$ cat config.mk
export PLATFORM = sky130hd
export DESIGN_NAME = ubx_frame_receiver
export DESIGN_NICKNAME = d
export VERILOG_FILES = /design/src/design/ubxfr_pkg.sv /design/src/design/ubx_frame_receiver.sv /design/src/design/ubxfr_decode.sv
export SDC_FILE = /design/constraint.sdc
export NUM_CORES = 1
export LEC_CHECK = 0
export BUFFER_PORTS_ARGS = -buffer_cell sky130_fd_sc_hd__clkbuf_2
export CAP_MARGIN = 5
export CORE_ASPECT_RATIO = 1.75
export CORE_MARGIN = 5
export CORE_UTILIZATION = 55
export CTS_CLUSTER_DIAMETER = 40
export CTS_CLUSTER_SIZE = 25
export DETAILED_ROUTE_END_ITERATION = 10
export GPL_TIMING_DRIVEN = 0
export PLACE_DENSITY = 0.75
export SLEW_MARGIN = 20
export SYNTH_ARGS = -nofsm -noshare
export SYNTH_HDL_FRONTEND = slang
export SYNTH_SLANG_ARGS = --single-unit
export TNS_END_PERCENT = 50
$ cat constraint.sdc
create_clock -name clk -period 4.8 [get_ports clk]
set_clock_uncertainty 0.2 [all_clocks]
set_input_delay 0.24 -clock clk [delete_from_list [all_inputs] [get_ports clk]]
set_output_delay 0.24 -clock clk [all_outputs]
set_load 0.01 [all_outputs]
$ cat src/design/ubxfr_pkg.sv
package ubxfr_pkg;

    // framing bytes
    localparam logic [7:0] SYNC_FIRST  = 8'hB5;
    localparam logic [7:0] SYNC_SECOND = 8'h62;
    localparam logic [7:0] CLASS_ACK   = 8'h05;
    localparam logic [7:0] CLASS_CFG   = 8'h06;
    localparam logic [7:0] ID_VALSET   = 8'h8A;
    localparam logic [7:0] CLASS_MON   = 8'h0A;
    localparam logic [7:0] ID_VER      = 8'h04;
    localparam logic [7:0] ID_ACK      = 8'h01;
    localparam logic [15:0] VERSION_MIN = 16'd40;

    // frame kinds
    localparam logic [2:0] KIND_NONE    = 3'd0;
    localparam logic [2:0] KIND_ACK     = 3'd1;
    localparam logic [2:0] KIND_REJECT  = 3'd2;
    localparam logic [2:0] KIND_VERSION = 3'd3;
    localparam logic [2:0] KIND_GOOD    = 3'd4;
    localparam logic [2:0] KIND_BADSUM  = 3'd5;

    // receive phases
    localparam logic [3:0] PH_HUNT   = 4'd0;
    localparam logic [3:0] PH_SYNC2  = 4'd1;
    localparam logic [3:0] PH_CLASS  = 4'd2;
    localparam logic [3:0] PH_ID     = 4'd3;
    localparam logic [3:0] PH_LEN_LO = 4'd4;
    localparam logic [3:0] PH_LEN_HI = 4'd5;
    localparam logic [3:0] PH_BODY   = 4'd6;
    localparam logic [3:0] PH_SUM_A  = 4'd7;
    localparam logic [3:0] PH_SUM_B  = 4'd8;

    typedef struct packed {
        logic [3:0]  phase;
        logic [7:0]  msg_class;
        logic [7:0]  msg_id;
        logic [7:0]  sum_a;
        logic [7:0]  sum_b;
        logic [15:0] length;
        logic [15:0] count;
    } rx_state_t;

    typedef struct packed {
        logic        head0_we;
        logic        head1_we;
    } head_ctrl_t;

    typedef struct packed {
        logic        consumed;
        logic        is_payload;
        logic [15:0] payload_offset;
        logic        frame_end;
        logic [2:0]  frame_kind;
        logic [7:0]  msg_class;
        logic [7:0]  msg_id;
        logic [15:0] msg_length;
    } result_t;

endpackage

$ cat src/design/ubx_frame_receiver.sv
// channel  | signals                         | payload
// ---------+---------------------------------+-------------------------------------------
// rx       | rx_valid, rx_ready              | rx_byte
// res      | res_valid, res_ready            | consumed .. msg_length, one per rx byte
//
// one byte per cycle while no result stalls: frame state and result register both
// load on the rx transfer, so a result shows the cycle after its byte is taken.
// rx_ready stays high while the result register is empty or being emptied;
// a stalled result holds off the next byte only.
// reset clears the receive state to sync hunting and empties the result register.
module ubx_frame_receiver (
    input  logic        clk,
    input  logic        rst_n,
    input  logic        rx_valid,
    output logic        rx_ready,
    input  logic [7:0]  rx_byte,
    output logic        res_valid,
    input  logic        res_ready,
    output logic        consumed,
    output logic        is_payload,
    output logic [15:0] payload_offset,
    output logic        frame_end,
    output logic [2:0]  frame_kind,
    output logic [7:0]  msg_class,
    output logic [7:0]  msg_id,
    output logic [15:0] msg_length
);
    import ubxfr_pkg::*;

    rx_state_t  state_reg;
    rx_state_t  state_next;
    head_ctrl_t head_ctrl;
    result_t    res_next;
    result_t    res_reg;
    logic       res_valid_reg;
    logic [7:0] head0_reg;
    logic [7:0] head1_reg;
    logic       rx_xfer;

    assign rx_ready = !res_valid_reg || res_ready;
    assign rx_xfer  = rx_valid && rx_ready;

    ubxfr_decode u_decode (
        .cur       (state_reg),
        .rx_byte   (rx_byte),
        .head0     (head0_reg),
        .head1     (head1_reg),
        .nxt       (state_next),
        .head_ctrl (head_ctrl),
        .res       (res_next)
    );

    always_ff @(posedge clk or negedge rst_n)
    begin
        if (!rst_n)
        begin
            state_reg     <= '0;
            res_valid_reg <= 1'b0;
        end
        else
        begin
            if (rx_xfer)
                state_reg <= state_next;
            if (rx_xfer)
                res_valid_reg <= 1'b1;
            else if (res_ready)
                res_valid_reg <= 1'b0;
        end
    end

    always_ff @(posedge clk)
    begin
        if (rx_xfer)
            res_reg <= res_next;
        if (rx_xfer && head_ctrl.head0_we)
            head0_reg <= rx_byte;
        if (rx_xfer && head_ctrl.head1_we)
            head1_reg <= rx_byte;
    end

    assign res_valid      = res_valid_reg;
    assign consumed       = res_reg.consumed;
    assign is_payload     = res_reg.is_payload;
    assign payload_offset = res_reg.payload_offset;
    assign frame_end      = res_reg.frame_end;
    assign frame_kind     = res_reg.frame_kind;
    assign msg_class      = res_reg.msg_class;
    assign msg_id         = res_reg.msg_id;
    assign msg_length     = res_reg.msg_length;

endmodule

$ cat src/design/ubxfr_decode.sv
module ubxfr_decode (
    input  ubxfr_pkg::rx_state_t  cur,
    input  logic [7:0]            rx_byte,
    input  logic [7:0]            head0,
    input  logic [7:0]            head1,
    output ubxfr_pkg::rx_state_t  nxt,
    output ubxfr_pkg::head_ctrl_t head_ctrl,
    output ubxfr_pkg::result_t    res
);
    import ubxfr_pkg::*;

    logic [7:0]  add_a;
    logic [7:0]  add_b;
    logic [15:0] count_inc;
    logic [2:0]  good_kind;
    logic        in_frame;

    assign add_a     = cur.sum_a + rx_byte;
    assign add_b     = cur.sum_b + add_a;
    assign count_inc = cur.count + 16'd1;

    always_comb
    begin
        if (cur.msg_class == CLASS_ACK && cur.length >= 16'd2 &&
            head0 == CLASS_CFG && head1 == ID_VALSET)
            good_kind = (cur.msg_id == ID_ACK) ? KIND_ACK : KIND_REJECT;
        else if (cur.msg_class == CLASS_MON && cur.msg_id == ID_VER &&
                 cur.length >= VERSION_MIN)
            good_kind = KIND_VERSION;
        else
            good_kind = KIND_GOOD;
    end

    always_comb
    begin
        nxt                = cur;
        head_ctrl          = '0;
        res                = '0;
        res.consumed       = 1'b1;
        unique case (cur.phase)
            PH_HUNT:
            begin
                if (rx_byte == SYNC_FIRST)
                    nxt.phase = PH_SYNC2;
                else
                    res.consumed = 1'b0;
            end
            PH_SYNC2:
            begin
                if (rx_byte == SYNC_SECOND)
                begin
                    nxt.phase = PH_CLASS;
                    nxt.sum_a = '0;
                    nxt.sum_b = '0;
                end
                else
                begin
                    nxt.phase    = PH_HUNT;
                    res.consumed = 1'b0;
                end
            end
            PH_CLASS:
            begin
                nxt.msg_class = rx_byte;
                nxt.sum_a     = add_a;
                nxt.sum_b     = add_b;
                nxt.phase     = PH_ID;
            end
            PH_ID:
            begin
                nxt.msg_id = rx_byte;
                nxt.sum_a  = add_a;
                nxt.sum_b  = add_b;
                nxt.phase  = PH_LEN_LO;
            end
            PH_LEN_LO:
            begin
                nxt.length = {8'd0, rx_byte};
                nxt.sum_a  = add_a;
                nxt.sum_b  = add_b;
                nxt.phase  = PH_LEN_HI;
            end
            PH_LEN_HI:
            begin
                nxt.length = {rx_byte, cur.length[7:0]};
                nxt.sum_a  = add_a;
                nxt.sum_b  = add_b;
                nxt.count  = '0;
                // empty payload goes straight to the checksum
                nxt.phase  = ({rx_byte, cur.length[7:0]} != 16'd0) ? PH_BODY : PH_SUM_A;
            end
            PH_BODY:
            begin
                res.is_payload     = 1'b1;
                res.payload_offset = cur.count;
                head_ctrl.head0_we = (cur.count == 16'd0);
                head_ctrl.head1_we = (cur.count == 16'd1);
                nxt.count          = count_inc;
                nxt.sum_a          = add_a;
                nxt.sum_b          = add_b;
                if (count_inc >= cur.length)
                    nxt.phase = PH_SUM_A;
            end
            PH_SUM_A:
            begin
                if (rx_byte == cur.sum_a)
                    nxt.phase = PH_SUM_B;
                else
                begin
                    nxt.phase      = PH_HUNT;
                    res.frame_end  = 1'b1;
                    res.frame_kind = KIND_BADSUM;
                end
            end
            PH_SUM_B:
            begin
                nxt.phase      = PH_HUNT;
                res.frame_end  = 1'b1;
                res.frame_kind = (rx_byte != cur.sum_b) ? KIND_BADSUM : good_kind;
            end
            default:
            begin
                nxt.phase    = PH_HUNT;
                res.consumed = 1'b0;
            end
        endcase

        // header fields show the values in force after this byte
        in_frame       = (cur.phase >= PH_CLASS) && (cur.phase <= PH_SUM_B);
        res.msg_class  = in_frame ? nxt.msg_class : 8'd0;
        res.msg_id     = (in_frame && cur.phase >= PH_ID) ? nxt.msg_id : 8'd0;
        res.msg_length = (in_frame && cur.phase >= PH_LEN_HI) ? nxt.length : 16'd0;
    end

endmodule

* Word level (Yosys, flattened, before mapping)
Index checks and enable logic that the tools add are counted.
** Word-level totals
- Input bits :: 12
- Word-level logic and storage cells :: 99
- Bits in registers :: 139
** Cells by class
- Add/subtract/negate cells :: 3
- Reduce and logical (&&, ||, !) cells :: 24
- Equality and inequality tests :: 22
- Magnitude comparators :: 7
- Multiplexer cells :: 25
** Operator list (count)
- one-hot mux 16 bit (2 select lines) :: 3
- one-hot mux 4 bit (8 select lines) :: 1
- == test 8 x 3 -> 1 bit (second input constant) :: 3
- two-way mux 17 bit :: 1
- adder 16 x 1 -> 16 bit (second input constant) :: 1
- adder 8 bit :: 2
- == test 16 x 1 -> 1 bit (second input constant) :: 1
- == test 4 x 3 -> 1 bit (second input constant) :: 4
- == test 8 bit (second input constant) :: 2
- >= comparator 16 bit :: 1
- >= comparator 16 x 2 -> 1 bit (second input constant) :: 1
- >= comparator 16 x 6 -> 1 bit (second input constant) :: 1
- logical NOT 16 bit :: 1
- two-way mux 16 bit :: 1
- two-way mux 4 bit :: 4
- two-way mux 8 bit :: 2
- nonzero test 16 bit :: 1
- logical AND 1 bit :: 11
- two-way mux 3 bit :: 3
- == test 4 x 2 -> 1 bit (second input constant) :: 2
- == test 8 x 1 -> 1 bit (second input constant) :: 1
- == test 8 x 4 -> 1 bit (second input constant) :: 1
- == test 8 x 7 -> 1 bit (second input constant) :: 1
- == test 8 bit :: 1
- 19 further kinds :: 31

* Logic depth before layout (Yosys ltp)
Gate-level depths: netlist of run 1.
- Word-level depth :: 7
- Depth in mapped cells :: 16
- Gate-level depth less buffers :: 16

* By module
Synthesis of run 1 repeated with hierarchy kept, for this count alone.
** Second synthesis, totals
- Cell total of the unflattened synthesis :: 699
- Area, all modules :: 7703.6 um^2
** Modules (own cells, without submodules)
- ubx_frame_receiver :: instances 1, sequential area each 3828.7 um^2, area each 4732.0 um^2, cells an instance 220
- ubxfr_decode :: instances 1, sequential area each 0.0 um^2, area each 2971.6 um^2, cells an instance 479

* Least setup slack after synthesis of run 1
No wires, ideal clock.
- Kind :: register to register
- From :: register res_valid_reg, in the netlist res_valid
- To :: register state_reg[65] (netlist bit)
- Setup slack :: 1.409 ns
- Arrival :: 3.070 ns
- Period minus slack after synthesis :: 3.391 ns
- Cell stages (with the launch flop) :: 7
- Cells stage by stage :: dfrtp_1 > nand2b_1 > nand2_1 > inv_2 > clkbuf_1 > o21ai_0 > a22o_1
** On the way
- Longest elaborated chain between the ends :: 4
** RTL lines
- start: declaration :: RTL line ubx_frame_receiver.sv:35 : logic res_valid_reg;
- start signal: assignment :: RTL line ubx_frame_receiver.sv:58 : res_valid_reg <= 1'b0;
- start signal: assignment :: RTL line ubx_frame_receiver.sv:65 : res_valid_reg <= 1'b1;
- start signal: assignment :: RTL line ubx_frame_receiver.sv:67 : res_valid_reg <= 1'b0;
- logical NOT 1 bit :: RTL line ubx_frame_receiver.sv:40 : assign rx_ready = !res_valid_reg || res_ready;
- logical OR 1 bit :: RTL line ubx_frame_receiver.sv:40
- named net rx_ready :: RTL line ubx_frame_receiver.sv:15 : output logic rx_ready,
- logical AND 1 bit :: RTL line ubx_frame_receiver.sv:41 : assign rx_xfer = rx_valid && rx_ready;
- named net rx_xfer :: RTL line ubx_frame_receiver.sv:38 : logic rx_xfer;
- AND reduction 3 bit (no line)
- end signal: assignment :: RTL line ubx_frame_receiver.sv:63 : state_reg <= state_next;
- end: declaration :: RTL line ubx_frame_receiver.sv:30 : rx_state_t state_reg;
The timed path passes the listed nets, and every way through them passes these cells.
A chain may end at the register's enable or synchronous reset.

* Worst setup path after layout of run 1
- From :: register state_reg[4] (netlist bit)
- To :: register state_reg[64] (netlist bit)
** On the way
- Longest elaborated chain between the ends :: 4
** RTL lines
- adder 16 x 1 -> 16 bit :: RTL line ubxfr_decode.sv:20 : assign count_inc = cur.count + 16'd1;
- >= comparator 16 bit :: RTL line ubxfr_decode.sv:101 : if (count_inc >= cur.length)
- != test 2 x 1 -> 1 bit (no line)
- AND reduction 3 bit (no line)
Every way passes these cells.

==> run metrics, run 1 <==
outcome=finished, final reports clean; Initial Util=0.5549; Hold WS=between 0.08 and 0.09 ns; crit start category=register; Crit path arrival time=a little under 4 ns; First DRT Iteration DRCs=~470; CTS tree=done; Placed Area=7955 sq um; share of post-route cells with drive strength above 1=0.1827; ant diodes=0; top_reg_cell synth=edfxtp_1; first-pass GRT wire length=31.79 mm; area share of the largest cell type after synthesis=0.2861; Detail Route Antenna Nets=0; Global Route Usage Sum=0.2609; pwr dens=614.5 nW/um^2; max reg flops=68; register area share after synthesis=0.5210; Longest Clk Path Bufs=2; Final period util=0.8055; IO Pins=68; GPL Wtd Cong=about 0.93; DPL Wire Length=approximately 15 mm; width of the chip=97.38 um; pin count of the biggest net entering global routing=49; vias per inst=6.027; Post-Syn Area per Cell=10.70 sq um; Clock Root Buffer=clkbuf_16; VDD IR max=between 0.6 and 0.7 mV; P_leak=between 3 and 4 nW; total chip power=5.338 mW; Core Region=about 13000 sq um; setup TNS=0 ns; Hold Fails Final Rpt=0; CTS Buf Count=17; Crit Reg-Reg Startpoint=state_reg[4]; endpoint class of the critical path=register; Rel. slew slack=0.4333; die height=162.9 um; HP Class=in2async; critical path class=reg2reg; crit path from=state_reg[4]; EDFF count, synth=70; number of global-route vias before repair=6062; ys async rst share=0.4964; Worst-path clk slew=0.06 ns; number of library cell types mapped by synthesis=67; FILL cells=1079; DRC errors left=0; Syn Std Cell Area=7348 sq um; worst skew pair latency=between 0.4 and 0.5 ns; setup bufs post-CTS=0; H-Tree Depth=4; MaxCap Viol Count=0; post-CTS resize count=0; design area=a little under 9000 sq um; Seq cells post-synth=139; Synth area leader=edfxtp_1; Synthesized Nets=between 700 and 800; CTS Hold Buffers Added=11; row cnt=56; Layout Nets=833; initial antenna violation count=0; Max Slew Vio Count=0; crit path time final=around 3.9 ns; top cells by area, synth=edfxtp_1 29%, dfrtp_1 23%, ha_1 5.6%; clk sinks=approximately 140; number of port buffers=67; die area=15860 sq um; Post-Syn Instances=687; CP max FO=8; YS warnings=0; count leader, synth=nand2_1; total congestion overflow=0; Tightest Pin Transition=0.8485 ns; Via Count=slightly below 6000; WL final=19.95 mm; WL/cell=~21 um; Pre-antenna DRT Iters=5; Synth top cells by count=81 x nand2_1, 70 x edfxtp_1, 69 x dfrtp_1, 56 x o21ai_0, 39 x nor2_1; Max Freq=around 260 MHz; synth-to-layout area growth=18.20%; RSZ-0062 raised after global routing=no; CP required=4.89 ns; Setup Viol. Count Final=0
-- worst paths after layout --
| path | cells after the start | endpoint | slack, ns |
|---|---|---|---|
| setup reg to reg | 16 | state_reg[64] | 0.93 |
| setup / recovery | 16 | state_reg[64] | 0.93 |
| max in group asynchronous | 3 | state_reg[22] | 3.74 |
| hold reg to reg | 2 | state_reg[42] | 0.30 |
| hold / removal | 2 | state_reg[60] | 0.09 |
| min in group clk | 2 | state_reg[42] | 0.30 |
-- layout make-up --
type                    instances  area (sq um)  area share
well taps                     174         217.7     0.02506
repair buffers                 80         495.5     0.05704
multi-input cells             480          3237      0.3727
plain buffers                  41         185.2     0.02132
inverters                      27         101.3     0.01167
clock buffers                  21         450.4     0.05186
flip-flops and latches        139          3829      0.4408
clock inverters                11         170.2     0.01959
-- worst max-delay path: stages, from the launching register on --
cell      delay, ns
dfrtp_1        0.32
clkbuf_1       0.30
nand2_1        0.15
nor2_4         0.16
and3_2         0.29
and3_1         0.17
buf_4          0.13
nand3_1        0.12
xnor2_1        0.17
ha_1           0.30
a21o_1         0.20
a21o_1         0.21
a211oi_4       0.27
nand3_1        0.09
a31oi_1        0.19
a211oi_2       0.11
mux2_1         0.34
-- where the power goes --
part           total (mW)  internal (mW)  switching [mW]
Clock                1.37          0.882           0.486
Combinational        2.07          0.846            1.22
Sequential           1.90           1.62           0.285
Total                5.34           3.35            1.99
-- cells in the final DEF (no fill, tap or decap), types with 4 or more instances in the layout --
master / count
o2bb2ai_1: 5
mux2_2: 21
nor2b_1: 10
dfrtp_1: 69
nand4_1: 5
a22o_1: 5
a21oi_1: 11
clkbuf_1: 30
xor2_1: 20
a32oi_1: 7
a22oi_1: 13
dlygate4sd3_1: 11
and3_1: 23
nand2_1: 81
ha_1: 33
and2_1: 12
inv_1: 26
edfxtp_1: 70
clkbuf_16: 17
nor4_1: 12
xnor2_1: 15
o211ai_1: 4
nor3_1: 9
o21ai_0: 56
buf_2: 7
a21o_1: 15
nand2b_1: 5
nor2_1: 39
nand3_1: 19
o31ai_1: 12
bufinv_16: 4
clkbuf_2: 66
-- kinds of logic after synthesis --
family,synth area share
simple gates,0.1650
buf+inv,0.03848
xor+xnor,0.04172
fa+ha+maj,0.06164
mux,0.03525
flops,0.5210
compound gates,0.1369
-- layer usage --
layer | routed length, um | vias to the layer above | track usage
met3 | 968 | 83 | 0.03729
met4 | 1350 | 0 | 0.1727
met5 | 0 | - | 0
met1 | 6510 | 2810 | 0.2523
li1 | - | 2694 | -
met2 | 11120 | 277 | 0.5025
-- per-stage QoR --
stage                 util  std cells  setup WS (ns)
finish              0.6559        973         0.9337
global route        0.6559        973         0.7127
CTS                 0.6559        973         0.9387
detailed placement  0.6007        930         0.9659
global placement    0.5967        928         0.4595
floorplan                -        687          1.409
Power figures use the tool's default switching activity.
==> run 2: changes to the inputs <==
- CORE_UTILIZATION: 55 -> 54
- PLACE_DENSITY: 0.75 -> 0.76
- clock period: 4.8 -> 3.5 ns (I/O delays scaled with it)
==> run 2 against run 1 <==
Against the previous run:
- cell area increased by 2.1%
- worst hold slack worse by 0.051 ns
- first-iteration DRC count is 7.6% higher
- non-clock buffer count up 13
- register-to-register slack worse by 0.92 ns
- cell count is 1.3% higher
- sequential power grew 37%
- sequential cell count unchanged
- global-route usage decreased by 0.31 points
- clock power increased by 26%
- critical endpoint is now state_reg[67]
==> run metrics, run 2 (synthesis gave the netlist of run 1 again) <==
die height=164.3 um (+0.86%); synth-to-layout area growth=20.74%; Hold Fails Final Rpt=0 (unchanged); Global Route Usage Sum=0.2579 (-0.003059); pwr dens=821.1 nW/um^2 (+34%); CP required=3.60 ns (-1.29 ns); Max Slew Vio Count=0 (unchanged); share of post-route cells with drive strength above 1=0.2254 (+0.04264); clk sinks=139 (unchanged); row cnt=56 (unchanged); endpoint class of the critical path=register; most frequent cells in the layout=80 x nand2_1, 70 x edfxtp_1, 66 x clkbuf_2; Layout Nets=846 (+1.6%); Hold WS=0.03839 ns (-0.05118 ns); WL final=20.54 mm (+3.0%); Via Count=6103 (+4.1%); Detail Route Antenna Nets=0 (unchanged); Clock Root Buffer=clkbuf_16; IO Pins=68 (unchanged); FILL cells=1039 (-3.7%); WL/cell=20.83 um (+1.6%); critical path class=reg2reg; setup TNS=0 ns (unchanged); DPL Wire Length=14.81 mm (+0.51%); Final period util=0.9971 (+0.1916); total congestion overflow=0 (unchanged); Finished Layout Cells=986 (+1.3%); number of port buffers=67 (unchanged); HP Class=in2async; Rel. slew slack=0.4278 (-0.005494); Core Region=13380 sq um (+1.1%); number of global-route vias before repair=6259 (+3.2%); VDD IR max=0.6725 mV (+1.7%); CP max FO=9 (+1); Max Freq=286.5 MHz (+11%); crit start category=register; commonest non-fill, non-tap cell in the layout=nand2_1; ant diodes=0 (unchanged); width of the chip=98.18 um (+0.83%); Tightest Pin Transition=0.8517 ns (+0.003244 ns); crit path time final=3.490 ns (-0.3765 ns); Setup Viol. Count Final=0 (unchanged); DRC errors left=0 (unchanged); Post-Place Worst Slack=-0.3429 ns (-1.309 ns); RSZ-0062 raised after global routing=yes; CTS tree=done; Pre-antenna DRT Iters=7 (+2); H-Tree Depth=4 (unchanged); first-pass GRT wire length=32.28 mm (+1.5%); Worst-path clk slew=0.06 ns (about the same); Longest Clk Path Bufs=2 (unchanged); Initial Util=0.5491 (-0.005810); First DRT Iteration DRCs=509 (+7.6%); vias per inst=6.190 (+2.7%); Placed Area=7955 sq um (unchanged); CTS Buf Count=17 (unchanged); design area=8872 sq um (+2.1%); Crit path arrival time=3.59 ns (-0.37 ns); worst skew pair latency=0.42 ns (about the same); pin count of the biggest net entering global routing=48 (-2.0%); fin worst setup slack=0.01016 ns (-0.9235 ns); die area=16130 sq um (+1.7%); outcome=finished, final reports clean; max reg flops=68 (unchanged); MaxCap Viol Count=0 (unchanged); P_leak=3.919 nW (+1.8%); GPL Wtd Cong=0.9425 (+1.1%); cell count after placement=930 (unchanged); initial antenna violation count=0 (unchanged)
==> run 2: cell types whose count changed in the layout (fill, tap and decap cells not counted), moves of 5 or more <==
cell / before / now
dfrtp_1: 69 / 62
dfrtp_2: 0 / 7
buf_4: 3 / 17
clkbuf_1: 30 / 25
inv_6: 0 / 6
==> run 2: layout make-up <==
cell class                 instances  area, sq um  share of cell area
clock buffer                      17        425.4             0.04795
timing repair buffer              95        608.1             0.06854
clock inverter                    15        137.6             0.01551
sequential                       139         3837              0.4325
buffer                            39        193.9             0.02186
tap                              174        217.7             0.02454
inverter                          27        101.3             0.01142
multi-input combinational        480         3351              0.3777
==> run 2: worst paths after layout <==
| path | start | to | slack, ns | depth (start not counted) |
|---|---|---|---|---|
| max | state_reg[8] | state_reg[67] | 0.01 | 13 |
| min | rst_n | state_reg[62] | 0.04 | 2 |
| max reg2reg | state_reg[8] | state_reg[67] | 0.01 | 13 |
| min reg2reg | state_reg[43] | state_reg[43] | 0.28 | 2 |
| max in group asynchronous | rst_n | res_valid | 2.49 | 3 |
| min in group clk | state_reg[43] | state_reg[43] | 0.28 | 2 |
==> run 2: worst max-delay path, stage by stage (launching register included) <==
cell and delay [ns]:
dfrtp_1 0.62, and3_4 0.29, and3_4 0.18, buf_6 0.12, nand3_4 0.09, xnor2_2 0.16, ha_1 0.31, a21o_1 0.16
a21o_1 0.17, a211oi_4 0.26, nand3_1 0.15, a31oi_2 0.22, a211oi_4 0.10, mux2_4 0.32
==> run 2: what timing repair did <==
| item | 4_1_cts | 5_1_grt |
|---|---|---|
| resized for setup | 12 | 22 |
| endpoints found under the setup margin | 4 | 4 |
| setup buffers | 8 | 7 |
| hold buffers | 11 | 0 |
| pin swaps | 4 | 12 |
| endpoints found under the hold margin | 86 | 0 |
==> run 2: routing by layer <==
layer  track usage  vias up  part of all wire
li1              -     2721                 -
met3       0.03782      115             0.044
met4        0.1840        0             0.074
met5             0        -                 0
met2        0.4864      284              0.55
met1        0.2524     2983              0.34
==> run 2: per-stage QoR <==
| stage | power [mW] | util |
|---|---|---|
| finish | 7.285 | 0.6630 |
| global route | 7.680 | 0.6630 |
| CTS | 7.215 | 0.6513 |
| detailed placement | 5.439 | 0.5944 |
| global placement | 5.277 | 0.5904 |
| floorplan | 4.522 | - |
==> run 2: report_power, final <==
group	internal [mW]	switching [mW]	leakage, nW
Clock	0.987	0.747	0.263
Combinational	1.20	1.75	2.09
Sequential	2.22	0.383	1.56
==> run 3: changes to the inputs <==
- CORE_UTILIZATION: 54 -> 55
- PLACE_DENSITY: 0.76 -> 0.75
- clock period: 3.5 -> 3.7 ns (I/O delays scaled with it)
==> run 3 against run 2 <==
Against the previous run:
- worst hold slack worse by 0.0022 ns
- combinational power down 8.5%
- clock-buffer cell count is 4 higher
- critical path depth grew 1
- setup slack better by 0.12 ns
- sequential power is 5% lower
- power is 4.6% lower
- fmax down 2.2%
- largest cell class unchanged
==> run metrics, run 3 (synthesis gave the netlist of run 1 again) <==
DPL Wire Length=14.74 mm (-0.51%); GR Util met2=0.5025 (+0.01615); number of global-route vias before repair=6058 (-3.2%); number of port buffers=67 (unchanged); Post-Place Worst Slack=-0.1341 ns (+0.2088 ns); clk sinks=139 (unchanged); total congestion overflow=0 (unchanged); die area=15860 sq um (-1.7%); most frequent cells in the layout=81 x nand2_1, 70 x edfxtp_1, 66 x clkbuf_2; Layout Nets=842 (-0.47%); CTS Buf Count=17 (unchanged); Global Route Usage Sum=0.2607 (+0.002877); endpoint class of the critical path=register; vias per inst=6.049 (-2.3%); CP required=3.79 ns (+0.19 ns); Max Slew Vio Count=0 (unchanged); pin count of the biggest net entering global routing=49 (+2.1%); met1 usage=0.2521 (-0.0003274); synth-to-layout area growth=19.77%; CTS tree=done; cell count after placement=930 (unchanged); Rel. slew slack=0.4329 (+0.005145); VDD IR max=0.8610 mV (+28%); Clock Root Buffer=clkbuf_16; worst skew pair latency=0.42 ns (about the same); H-Tree Depth=4 (unchanged); First DRT Iteration DRCs=488 (-4.1%); fin worst setup slack=0.1303 ns (+0.1201 ns); Crit path arrival time=3.66 ns (+0.07 ns); Initial Util=0.5549 (+0.005810); Global Route met3 Usage=0.03729 (-0.0005330); DRC errors left=0 (unchanged); Max Freq=280.1 MHz (-2.2%); WL final=19.99 mm (-2.7%); Pre-antenna DRT Iters=5 (-2); WL/cell=20.36 um (-2.3%); pwr dens=789.5 nW/um^2 (-3.8%); initial antenna violation count=0 (unchanged); IO Pins=68 (unchanged); Detail Route Antenna Nets=0 (unchanged); die height=162.9 um (-0.86%); critical path class=reg2reg; CP max FO=6 (-3); crit path time final=3.570 ns (+0.07991 ns); gr busiest metal=met2; commonest non-fill, non-tap cell in the layout=nand2_1; share of post-route cells with drive strength above 1=0.2067 (-0.01869); outcome=finished, final reports clean; max reg flops=68 (unchanged); total chip power=6.948 mW (-4.6%); Longest Clk Path Bufs=2 (unchanged); Final period util=0.9648 (-0.03230); MaxCap Viol Count=0 (unchanged); Core Region=13240 sq um (-1.0%); Setup Viol. Count Final=0 (unchanged); Hold Fails Final Rpt=0 (unchanged); crit start category=register; Tightest Pin Transition=0.8441 ns (-0.007659 ns); ant diodes=0 (unchanged); design area=8801 sq um (-0.80%); P_leak=3.901 nW (-0.46%); Finished Layout Cells=982 (-0.41%); Worst-path clk slew=0.06 ns (about the same); final core utilization=0.6646 (+0.001630); first-pass GRT wire length=31.75 mm (-1.6%); Via Count=5940 (-2.7%); row cnt=56 (unchanged); GPL Wtd Cong=0.9322 (-1.1%); Placed Area=7955 sq um (unchanged); width of the chip=97.38 um (-0.82%); HP Class=in2async
-- run 3: per-layer routing --
layer	part of all wire	vias to the layer above	wire, um
met5	0	-	0
met4	0.068	0	1350
met3	0.043	87	866
met2	0.56	254	11120
met1	0.33	2886	6656
li1	-	2713	-
-- run 3: cell type report --
| type | count | area (sq um) |
|---|---|---|
| sequential | 139 | 3837 |
| multi-input combinational | 480 | 3266 |
| buffer | 39 | 180.2 |
| tap | 174 | 217.7 |
| inverter | 27 | 101.3 |
| clock inverter | 11 | 170.2 |
| fill | 1061 | 4442 |
| clock buffer | 21 | 450.4 |
| timing repair buffer | 91 | 578.1 |
-- run 3: final timing paths --
check,startpoint,end,slack (ns),cells past startpoint
worst min-delay path,rst_n,state_reg[60],0.04,2
worst min register to register,state_reg[42],state_reg[42],0.29,2
min in group clk,state_reg[42],state_reg[42],0.29,2
worst max register to register,state_reg[0],state_reg[64],0.13,14
worst max-delay path,state_reg[0],state_reg[64],0.13,14
max in group asynchronous,rst_n,state_reg[6],2.67,3
-- run 3: what timing repair did --
item                       in CTS  in global routing
setup buffers                   0                 11
hold buffers                   11                  0
hold endpoints to repair       86                  0
gates resized for setup         4                 10
pin swaps                       0                  4
setup endpoints to repair       3                  3
-- run 3: per-stage QoR --
| stage | setup TNS, ns | hold WS (ns) |
|---|---|---|
| final | 0 | 0.03618 |
| after detailed placement | -0.2778 | -0.05477 |
| after global routing | -0.06991 | 0.05606 |
| after CTS | 0 | 0.03996 |
| after global placement | -20.38 | 0.1932 |
| after floorplan | 0 | -0.3106 |
-- run 3: critical path: stages, from the launching register on --
cell      delay (ns)
dfrtp_2         0.44
ha_2            0.23
and3_1          0.15
buf_2           0.16
and3_1          0.16
clkbuf_4        0.17
nand3_1         0.23
xnor2_2         0.22
ha_1            0.30
a21o_1          0.20
a211oi_4        0.23
nand3_1         0.09
a31oi_1         0.19
a211oi_2        0.11
mux2_1          0.35
-- run 3: power breakdown --
| group | internal [mW] | switching, mW | leakage, nW |
|---|---|---|---|
| logic | 1.12 | 1.58 | 2.04 |
| registers | 2.10 | 0.371 | 1.56 |
| clock network | 1.14 | 0.633 | 0.293 |
| total | 4.36 | 2.59 | 3.90 |
